--- src/rtl/core/sslt_pkg.sv ---
// ----------------------------------------------------------------------------
// sslt_pkg
// Shared types, request codes and sizing constants for the sorted span
// lookup table.
// ----------------------------------------------------------------------------
package sslt_pkg;

  // Field widths
  localparam int unsigned POS_W   = 32;
  localparam int unsigned KIND_W  = 3;
  localparam int unsigned REQ_W   = 2;
  localparam int unsigned COUNT_W = 9;

  // Default table depth and reduction group size
  localparam int unsigned DEF_TABLE_DEPTH = 256;
  localparam int unsigned GROUP_SIZE      = 16;

  // Stream data widths, padded to whole bytes
  localparam int unsigned IN_DATA_W  = 104;
  localparam int unsigned OUT_DATA_W = 16;

  // Request codes
  typedef enum logic [REQ_W-1:0] {
    REQ_CLEAR = 2'd0,
    REQ_PUSH  = 2'd1,
    REQ_QUERY = 2'd2,
    REQ_NONE  = 2'd3
  } req_type_t;

  // One stored span
  typedef struct packed {
    logic [POS_W-1:0]  start;
    logic [POS_W-1:0]  stop;
    logic [KIND_W-1:0] kind;
  } span_t;

  // Control broadcast from the top level to every cell
  typedef struct packed {
    logic             push_en;   // insert the new span this cycle
    logic             query_en;  // capture the lookup result this cycle
    logic             load_en;   // any accepted beat
    span_t            new_span;
    logic [POS_W-1:0] pos;
  } cell_ctl_t;

endpackage

--- src/rtl/core/sslt_reduce.sv ---
// ----------------------------------------------------------------------------
// sslt_reduce
// Registered OR merge of kind codes. At most one input is nonzero, so the
// OR picks out the single hit.
// ----------------------------------------------------------------------------
module sslt_reduce #(
  parameter int unsigned N_IN = sslt_pkg::GROUP_SIZE
) (
  input  logic                                     clk,
  input  logic [N_IN-1:0][sslt_pkg::KIND_W-1:0]    din,
  output logic [sslt_pkg::KIND_W-1:0]              dout_r
);

  logic [sslt_pkg::KIND_W-1:0] dout_nxt;

  // Merge all inputs
  always_comb begin
    dout_nxt = '0;
    for (int unsigned k = 0; k < N_IN; k++) begin
      dout_nxt = dout_nxt | din[k];
    end
  end

  always_ff @(posedge clk) begin
    dout_r <= dout_nxt;
  end

endmodule

--- config.mk ---
export PLATFORM = sky130hd
export DESIGN_NAME = sslt_reduce
export DESIGN_NICKNAME = d
export VERILOG_FILES = /design/src/rtl/core/sslt_pkg.sv /design/src/rtl/core/sslt_reduce.sv
export SDC_FILE = /design/constraint.sdc
export NUM_CORES = 1
export LEC_CHECK = 0
export ABC_CLOCK_PERIOD_IN_PS = 800
export BUFFER_PORTS_ARGS = -buffer_cell sky130_fd_sc_hd__buf_4
export CAP_MARGIN = 40
export CELL_PAD_IN_SITES_DETAIL_PLACEMENT = 0
export CELL_PAD_IN_SITES_GLOBAL_PLACEMENT = 1
export CORE_MARGIN = 2
export CORE_UTILIZATION = 10
export CTS_CLUSTER_SIZE = 8
export DETAILED_ROUTE_END_ITERATION = 10
export GPL_TIMING_DRIVEN = 1
export PLACE_DENSITY = 0.95
export SLEW_MARGIN = 20
export SYNTH_ARGS = -nofsm -noshare
export SYNTH_HDL_FRONTEND = slang
export SYNTH_SLANG_ARGS = --single-unit
--- constraint.sdc ---
create_clock -name clk -period 0.8 [get_ports clk]
set_input_delay 0 -clock clk [delete_from_list [all_inputs] [get_ports clk]]
set_output_delay 0 -clock clk [all_outputs]
set_load 0.01 [all_outputs]
# [Yosys cells after proc, flatten, opt, wreduce, memory -nomap -nowiden]
# Cells that the tools add are included.
[totals] ff_bits=3 elab_cells=16 out_inout_bits=3
[op_classes] bitwise=15
[ops] operator="OR 3 bit" count=15

# [Longest topological paths before layout]
[logic_depth] word_depth=15 depth_mapped=2

# [Least setup slack after synthesis]
# Ideal clock, no wire load.
[synth_path] path_type="input to register" start="in din[9] (netlist bit)" end="reg dout_r[0] (netlist bit)" n_path_buf=0 setup_ns=0.135 setup_slack_ns=0.321 arrival_time_ns=0.344 stages=2 required_ns=0.665 cell_sequence="nor4_1 > nand4_1"
[synth_between] elab_chain_cells=13
[synth_rtl] element="start: declaration" line="sslt_reduce.sv:10" text="input logic [N_IN-1:0][sslt_pkg::KIND_W-1:0] din,"
[synth_rtl] element="OR 3 bit (13 in series)" line="sslt_reduce.sv:20" text="dout_nxt = dout_nxt | din[k];"
[synth_rtl] element="net dout_nxt (one bit)" line="sslt_reduce.sv:14" text="logic [sslt_pkg::KIND_W-1:0] dout_nxt;"
[synth_rtl] element="end signal: assignment" line="sslt_reduce.sv:25" text="dout_r <= dout_nxt;"
[synth_rtl] element="end: declaration" line="sslt_reduce.sv:11" text="output logic [sslt_pkg::KIND_W-1:0] dout_r"
# The timed path passes the listed nets, and every way through them passes these cells.

# [Worst setup path after layout]
[layout_path] start="reg dout_r[1] (netlist bit)" end="out dout_r[1] (netlist bit)"
# No word-level cell between the ends.

==> metrics <==
Final min period=0.659 ns; crit-path leading delay family=flip-flops; fin area=583 µm²; Root Buffer=clkbuf_4; Levels on crit path=1; Int Power=0.000490 W; layout cells sized above 1=0.740; routed length per placed instance=10.1 µm; Iter 0 DRT Violations=1; Final nets=123; Arr. time, crit path=0.66 ns; initial core utilization=0.105; Worst Setup Start Kind=flop; Mapped Area=154 µm²; Syn Nets=67; max-cap violation count=0; Leak=0.288 nW; slowest stage delay, CP=0.29 ns; Slowest cell on crit path=dfxtp_1; Hold WS=-0.0389 ns; Tightest Pin Transition=0.273 ns; mux cell area share after synthesis=0; Comb power frac=0.310; DRT antenna net count=0; post-synthesis sequential area ratio=0.390; Placed Instance Area=557 µm²; DR pass1 iterations=3; first-pass GRT wire length=1.49 mm; max_slew headroom=0.816; Area Growth Syn to Fin=279%; max FFs per register=3; htree depth=1; Post-Synth XOR/XNOR Area=0; IO Port Bufs=51; fmax=1520 MHz; I/O Pins=52; Yosys warnings=0; vias in the first global route=401; number of cell rows=14; initial antenna violation count=0; pwr dens=1040 nW/µm²; Vias=392; CP Max Fanout=1; CP required=0.80 ns; Reg with most FFs=dout_r; clock share of power=0.441; Longest Clk Path Bufs=2; Core Box Area=1470 µm²; final hold viol count=3; Sw Pwr=0.000114 W; drt via density=4.40; DP HPWL=839 µm; Post-Route WL=896 µm; die area=1870 µm²; CP bufs+invs=1; biggest registers after layout=dout_r x3; status=finished with violations; Worst setup EP type=output pin; Synth Area in Compound Gates=0; Final TNS setup=0 ns; unrepaired setup endpoints after global routing=false; Filler Cell Count=156; # DRC=0; post-synthesis adder-cell area fraction=0; CTS tree=built; Die H=43.2 µm; Worst Setup Path Type=flop to output pin; Avg Inst Size Synth=8.55 µm²; Clock Sink Count=3; pin count of the biggest net entering global routing=3; final worst-path cycle share=0.824; Die Width=43.2 µm; number of inserted diodes=0; post-placement cell count=85; Flop pwr share=0.249; switching share of total power=0.189; gate count of the mapped netlist=18; final RePlAce weighted congestion=0.724; Min-Delay Path Class=input pin to flop; CP Cell Sequence=buf_4; Slew Viols, Final=0; simple logic cell fraction of the synthesized area=0.610; largest vdd supply drop=828 µV; total gr overflow=0; Finished Layout Cells=89; #FFs+latches synth=3; largest family of logic cells by synthesized area=simple AND/OR/NAND/NOR gates; Worst Hold Depth=3; failing checks=hold timing; GRT Total Usage=0.110; CTS buffer count=3; Worst-path clk slew=0.04 ns; Cell variety after synth=3; setup violators final=0
[timing repair]
| item | in CTS | in global routing |
|---|---|---|
| gates resized for setup | 0 | 0 |
| endpoints found under the hold margin | 3 | 3 |
| buffers inserted | 0 | 0 |
[power by group through the flow]
stage,registers [W],logic [W],clock network (W)
global route,0.000150,0.000206,0.000314
floorplan,0.000153,0.0000110,0
CTS,0.000150,0.000190,0.000281
global placement,0.000153,0.000186,0
finish,0.000150,0.000187,0.000266
detailed placement,0.000153,0.000189,0
[layout by cell type, fill, tap and decap left out]
master / count
nor4_1: 12
clkbuf_1: 1
buf_4: 51
dfxtp_1: 3
nand4_1: 3
clkbuf_4: 3
[layout make-up]
type,instances,area [µm²],area share
sequential,3,60.1,0.103
multi-input combinational,15,93.8,0.161
tap,16,20.0,0.0343
timing repair buffer,51,383,0.657
clock buffer,4,26.3,0.0451
[metal layers]
metal | share of wire | track usage | wire length, µm | up-vias
li1 | - | - | - | 193
met1 | 0.29 | 0.0921 | 258 | 167
met2 | 0.53 | 0.200 | 475 | 32
met3 | 0.18 | 0.0894 | 162 | 0
met4 | 0 | 0.0182 | 0 | 0
met5 | 0 | 0 | 0 | -
[synthesized netlist by cell type (all sizes together)]
cell / count / area, µm²
nor4: 12 / 75.1
dfxtp: 3 / 60.1
nand4: 3 / 18.8
[path summary, 6_finish.rpt]
check | end | from | slack (ns)
min | dout_r[1] | din[7] | -0.04
max | dout_r[1] | dout_r[1] | 0.14
[per-stage QoR]
stage / total power, W / hold slack, ns / util / setup WS, ns
detailed placement: 0.000342 / 0.204 / 0.378 / 0.110
floorplan: 0.000164 / 0.103 / - / 0.321
CTS: 0.000621 / -0.0442 / 0.396 / 0.125
finish: 0.000604 / -0.0389 / 0.396 / 0.141
global placement: 0.000339 / 0.195 / 0.378 / 0.126
global route: 0.000669 / -0.0549 / 0.396 / 0.0929
[kinds of logic after synthesis]
family / after synthesis
and+or+nand+nor: 15
DFF: 3
Note: power is estimated with default switching activity, not from simulation.
