**config.mk**
```make
export PLATFORM = sky130hd
export DESIGN_NAME = sslt_cell
export DESIGN_NICKNAME = d
export VERILOG_FILES = /design/src/rtl/core/sslt_pkg.sv /design/src/rtl/core/sslt_cell.sv
export SDC_FILE = /design/constraint.sdc
export NUM_CORES = 1
export LEC_CHECK = 0
export BUFFER_PORTS_ARGS = -buffer_cell sky130_fd_sc_hd__clkbuf_2
export CORE_ASPECT_RATIO = 1.75
export CORE_MARGIN = 10
export CORE_UTILIZATION = 45
export DETAILED_ROUTE_END_ITERATION = 16
export PLACE_DENSITY_LB_ADDON = 0.25
export SLEW_MARGIN = 20
export SYNTH_ARGS = -nofsm -noshare
export SYNTH_HDL_FRONTEND = slang
export SYNTH_SLANG_ARGS = --single-unit
```
**constraint.sdc**
```tcl
create_clock -name clk -period 9.4 [get_ports clk]
set_input_delay 0.47 -clock clk [delete_from_list [all_inputs] [get_ports clk]]
set_output_delay 0.47 -clock clk [all_outputs]
set_load 0.01 [all_outputs]
```
**src/rtl/core/sslt_pkg.sv**
```systemverilog
// ----------------------------------------------------------------------------
// sslt_pkg
// Shared types, request codes and sizing constants for the sorted span
// lookup table.
// ----------------------------------------------------------------------------
package sslt_pkg;

  // Field widths
  localparam int unsigned POS_W   = 32;
  localparam int unsigned KIND_W  = 3;
  localparam int unsigned REQ_W   = 2;
  localparam int unsigned COUNT_W = 9;

  // Default table depth and reduction group size
  localparam int unsigned DEF_TABLE_DEPTH = 256;
  localparam int unsigned GROUP_SIZE      = 16;

  // Stream data widths, padded to whole bytes
  localparam int unsigned IN_DATA_W  = 104;
  localparam int unsigned OUT_DATA_W = 16;

  // Request codes
  typedef enum logic [REQ_W-1:0] {
    REQ_CLEAR = 2'd0,
    REQ_PUSH  = 2'd1,
    REQ_QUERY = 2'd2,
    REQ_NONE  = 2'd3
  } req_type_t;

  // One stored span
  typedef struct packed {
    logic [POS_W-1:0]  start;
    logic [POS_W-1:0]  stop;
    logic [KIND_W-1:0] kind;
  } span_t;

  // Control broadcast from the top level to every cell
  typedef struct packed {
    logic             push_en;   // insert the new span this cycle
    logic             query_en;  // capture the lookup result this cycle
    logic             load_en;   // any accepted beat
    span_t            new_span;
    logic [POS_W-1:0] pos;
  } cell_ctl_t;

endpackage

```
**src/rtl/core/sslt_cell.sv**
```systemverilog
// ----------------------------------------------------------------------------
// sslt_cell
// One slot of the sorted table. Holds a span, decides locally whether to
// keep it, take the new span, or take its lower neighbor's span on insert,
// and registers its share of a lookup result.
// ----------------------------------------------------------------------------
module sslt_cell (
  input  logic                         clk,
  input  sslt_pkg::cell_ctl_t          ctl,
  input  logic                         occ,          // slot holds a valid span
  input  logic                         prev_stay,    // lower neighbor stays put
  input  sslt_pkg::span_t              prev_span,    // lower neighbor's span
  input  logic                         next_le,      // upper neighbor start <= pos
  output logic                         stay,         // this slot stays put
  output logic                         le,           // this slot start <= pos
  output sslt_pkg::span_t              span,
  output logic [sslt_pkg::KIND_W-1:0]  contrib_r
);

  sslt_pkg::span_t                    span_r;
  sslt_pkg::span_t                    span_nxt;
  logic [sslt_pkg::KIND_W-1:0]        contrib_nxt;
  logic                               boundary;

  assign span = span_r;

  // Order test: stored span sorts at or ahead of the new one
  always_comb begin
    if (span_r.start != ctl.new_span.start) begin
      stay = occ && (span_r.start < ctl.new_span.start);
    end else begin
      stay = occ && (span_r.kind <= ctl.new_span.kind);
    end
  end

  // Keep, take the new span, or shift up from below
  always_comb begin
    span_nxt = span_r;
    if (ctl.push_en && !stay) begin
      if (prev_stay) begin
        span_nxt = ctl.new_span;
      end else begin
        span_nxt = prev_span;
      end
    end
  end

  // The last slot with start <= pos answers the lookup
  assign le       = occ && (span_r.start <= ctl.pos);
  assign boundary = le && !next_le;

  always_comb begin
    contrib_nxt = '0;
    if (ctl.query_en && boundary && (ctl.pos < span_r.stop)) begin
      contrib_nxt = span_r.kind;
    end
  end

  always_ff @(posedge clk) begin
    span_r <= span_nxt;
    if (ctl.load_en) begin
      contrib_r <= contrib_nxt;
    end
  end

endmodule

```
* Yosys cells after proc, flatten, opt, wreduce, memory -nomap -nowiden *
Cells that the tools add are included.

cells by class
  add/sub/neg operators = 0
  $mul = 0
  divide/modulo/power cells = 0
  $lt $le $gt $ge = 4
  equality and inequality tests = 1
  shifts and indexed selects = 0
  mux-type cells = 2
  bitwise operators = 0
  reductions and logical operators = 9

operators by type and width
  kind                         number
  two-way mux 67 bit           1
  less-than comparator 32 bit  2
  <= comparator 32 bit         1
  inequality test 32 bit       1
  logical AND 1 bit            7
  <= comparator 3 bit          1
  logical NOT 1 bit            2
  two-way mux 1 bit            1

storage, ports and cells
  register bits after elaboration = 70
  latch bits = 0
  memory bits (writable) = 0
  bits in read-only memories = 0
  input bits = 173
  output and inout bits = 72
  logic and storage cells = 20
  memories kept = 0

* Depth between registers and ports, before layout *
  word-level depth = 5
  gate-level depth with buffers = 8
  depth with buffers taken out = 8

* Worst setup path before layout *
No wires, ideal clock.

  path kind = in2reg
  start point = input port ctl[94] (netlist bit)
  end point = register span_r, in the netlist span[0], enable pin
  library setup time = 0.588 ns
  data arrival time = 6.578 ns
  data required time = 8.812 ns
  path slack = 2.234 ns
  stages on the path = 8
  buffers on the path = 0
  cell sequence = inv_1 > ha_1 > nand3_1 > nor4_2 > nand4_1 > a211oi_1 > nor4_1 > nor3b_1

on the way
  longest elaborated chain between the ends = 5
  elaborated cells on any way between the ends = 6
  those cells by class = 1 x order compare; 1 x eq/ne; 1 x mux; 3 x reduce/logical

ends and longest elaborated chain
  what                         line             RTL
  start, declared              sslt_cell.sv:9   input sslt_pkg::cell_ctl_t ctl,
  less-than comparator 32 bit  sslt_cell.sv:30  stay = occ && (span_r.start < ctl.new_span.start);
  logical AND 1 bit            sslt_cell.sv:30
  two-way mux 1 bit (*)        sslt_cell.sv:29  if (span_r.start != ctl.new_span.start) begin
  logical NOT 1 bit (*)        sslt_cell.sv:39  if (ctl.push_en && !stay) begin
  logical AND 1 bit (*)        sslt_cell.sv:39
  end signal, assigned         sslt_cell.sv:60  span_r <= span_nxt;
  end, declared                sslt_cell.sv:20  sslt_pkg::span_t span_r;

Every way passes the cells marked *; elsewhere a longest branch is shown, timed or not.
A chain may end at the register's enable or synchronous reset.

* Worst setup path after layout *
  start point = register span_r, in the netlist span[62]
  end point = output port stay

on the way
  longest elaborated chain between the ends = 3
  elaborated cells on any way between the ends = 4
  those cells by class = 1 x order compare; 1 x eq/ne; 1 x mux; 1 x reduce/logical

ends and longest elaborated chain
  what                         line             RTL
  less-than comparator 32 bit  sslt_cell.sv:30
  logical AND 1 bit            sslt_cell.sv:30
  two-way mux 1 bit (*)        sslt_cell.sv:29
  end, declared                sslt_cell.sv:14  output logic stay,

Marked as above.

==> flow_summary.json <==
{
  "synth.area.mux_share": 0.1383,
  "reg2reg_depth": 8,
  "drc": 0,
  "dr.pass1.iters": 4,
  "core_area_sq_um": 11940,
  "synth_compound_area_frac": 0.08301,
  "die-area_sq_um": 17100,
  "fin_skew_ns": 0.006726,
  "die_h_microns": 165.7,
  "synth_top_family_by_area": "adder cells",
  "outcome": "finished clean",
  "hold_path_class": "in2reg",
  "leakage_nw": 3.691,
  "cts_sinks": 70,
  "cp-start-kind": "register",
  "post-dp-hpwl_mm": 14.70,
  "cts_hold_buf": 0,
  "io-pin-count": 245,
  "drv_slew": 0,
  "syn-num-nets": 776,
  "synth_cells": 505,
  "vias": 4680,
  "tritoncts": "yes",
  "antenna_found_initial": 0,
  "power_density_nw_per_um2": 141.8,
  "wirelength_mm": 16.87,
  "post_cts_buffers": 0,
  "nets": 1027,
  "vias_per_cell": 5.217,
  "grt_pass1_vias": 5399,
  "fmax_mhz": 321.8,
  "placed_area_sq_um": 6847,
  "synth-edff-count": 70,
  "layout_common_cells": "clkbuf_2, inv_1, ha_1",
  "async_flop_share": 0,
  "fp.dieW_microns": 103.2,
  "critical_path_class": "reg2out",
  "drt_iter0_markers": 123,
  "finalSetupTns_ns": 0,
  "hold-worst-slack_ns": 0.3753,
  "ant_nets": 0,
  "wire_per_inst_microns": 18.81,
  "final_cell_area_sq_um": 7183,
  "crit_fanout": 3,
  "arrival_ns": 2.64,
  "cts_resized": 0,
  "clk_path_buf_depth": 2,
  "syn_area_sq_um": 5456,
  "synth.avg_cell_area_sq_um": 10.80,
  "cap_violations": 0,
  "clk_latency_ns": 0.33,
  "worst_slew_pin_slew_ns": 0.8569,
  "numCtsBuffers": 9,
  "cts_root_buf": "clkbuf_16",
  "grt_pass1_wl_mm": 26.08,
  "fin_ws_ns": 6.293,
  "io_buffers": 244,
  "synthSimpleGateAreaFrac": 0.09310,
  "synth-xor-area-share": 0,
  "setup_violations": 0,
  "start_util": 0.4571,
  "synth-seq-cells": 70,
  "final_common_cell": "clkbuf_2",
  "min_period_ns": 3.107,
  "syn_to_final_growth_pct": 31.64,
  "grt_overflow": 0,
  "hold_depth": 1,
  "grt_start_max_net_pins": 68,
  "crit_required_ns": 8.93,
  "synth_flop_cell": "edfxtp_1",
  "synth_fa_ha_area_frac": 0.2247,
  "track_usage": 0.1950,
  "place_ws_ns": 6.364,
  "endpoint_kind": "primary output",
  "finalHoldViolCount": 0,
  "gp_congestion": 0.8925,
  "slew_headroom": 0.4287,
  "htree_levels": 3,
  "ys_types": 36,
  "seq_area_frac_synth": 0.3852,
  "rsz0062_at_grt": "no",
  "path_clk_slew_ns": 0.06,
  "period_share": 0.3306,
  "drive_gt1_frac": 0.4474,
  "antenna_cells": 0,
  "row_count": 53,
  "yosysWarnings": 0,
  "peakVddDrop_mv": 0.1353
}
registers in the layout, indices dropped and copies added (netlist names):
signal and flops:
contrib_r 3, span 67
Yosys cell counts, drive strengths merged (5+ instances only):
| cell type | n | area share |
|---|---|---|
| nand2 | 20 | 0.014 |
| mux2 | 67 | 0.14 |
| nor2 | 8 | 0.0055 |
| nor4 | 11 | 0.016 |
| nand3 | 9 | 0.0083 |
| a211oi | 5 | 0.0069 |
| edfxtp | 70 | 0.39 |
| buf | 6 | 0.0048 |
| inv | 102 | 0.070 |
| a21oi | 36 | 0.033 |
| ha | 98 | 0.22 |
| nor2b | 5 | 0.0062 |
| a21o | 6 | 0.0083 |
| nor3 | 6 | 0.0055 |
| o21ai | 17 | 0.016 |
| nand4 | 16 | 0.025 |
stage by stage:
| stage | util | power, mW | cells |
|---|---|---|---|
| detailed placement | 0.5736 | 0.6349 | 882 |
| floorplan | - | 0.5310 | 505 |
| CTS | 0.6018 | 1.029 | 897 |
| global route | 0.6018 | 1.069 | 897 |
| finish | 0.6018 | 1.018 | 897 |
| global placement | 0.5736 | 0.6242 | 882 |
metal layers:
layer / track usage / vias up / routed length [microns]
met5: 0 / - / 0
met3: 0.06830 / 24 / 1498
li1: - / 2336 / -
met4: 0.06748 / 0 / 408
met1: 0.1714 / 2152 / 5389
met2: 0.3800 / 168 / 9575
final timing paths:
| kind | startpoint | endpoint | slack (ns) |
|---|---|---|---|
| worst max-delay path | span[62] | stay | 6.29 |
| worst min-delay path | ctl[99] | contrib_r[2] | 0.38 |
| worst max register to register | span[62] | span[17] | 6.44 |
| worst min register to register | span[0] | contrib_r[0] | 0.70 |
where the power goes:
group | switching, mW | internal [mW] | total, mW
Combinational | 0.123 | 0.111 | 0.234
Sequential | 0.0177 | 0.375 | 0.392
Clock | 0.132 | 0.259 | 0.392
critical path: stages, from the launching register on:
cell      delay, ns
edfxtp_1       0.46
ha_1           0.34
nand3_1        0.14
nor4_2         0.37
nand4_1        0.22
a211oi_1       0.29
nor4_1         0.11
or2_1          0.23
clkbuf_2       0.15
cell type report:
class / count / area (sq um)
fillers: 1048 / 4753
multi-input cells: 326 / 2947
flip-flops and latches: 70 / 2102
repair buffers: 247 / 1244
inverters: 102 / 382.9
clock buffers: 10 / 229.0
well taps: 137 / 171.4
clock inverters: 5 / 107.6
cell families (layout without fill, tap and decap cells):
logic type                 Yosys count  in the layout
buffers and inverters              109            364
DFF                                 70             70
AOI/OAI and AO/OA                   76             76
adders and majority gates           98             98
and+or+nand+nor                     85             85
muxes                               67             67
(Power assumes the default switching activity.)
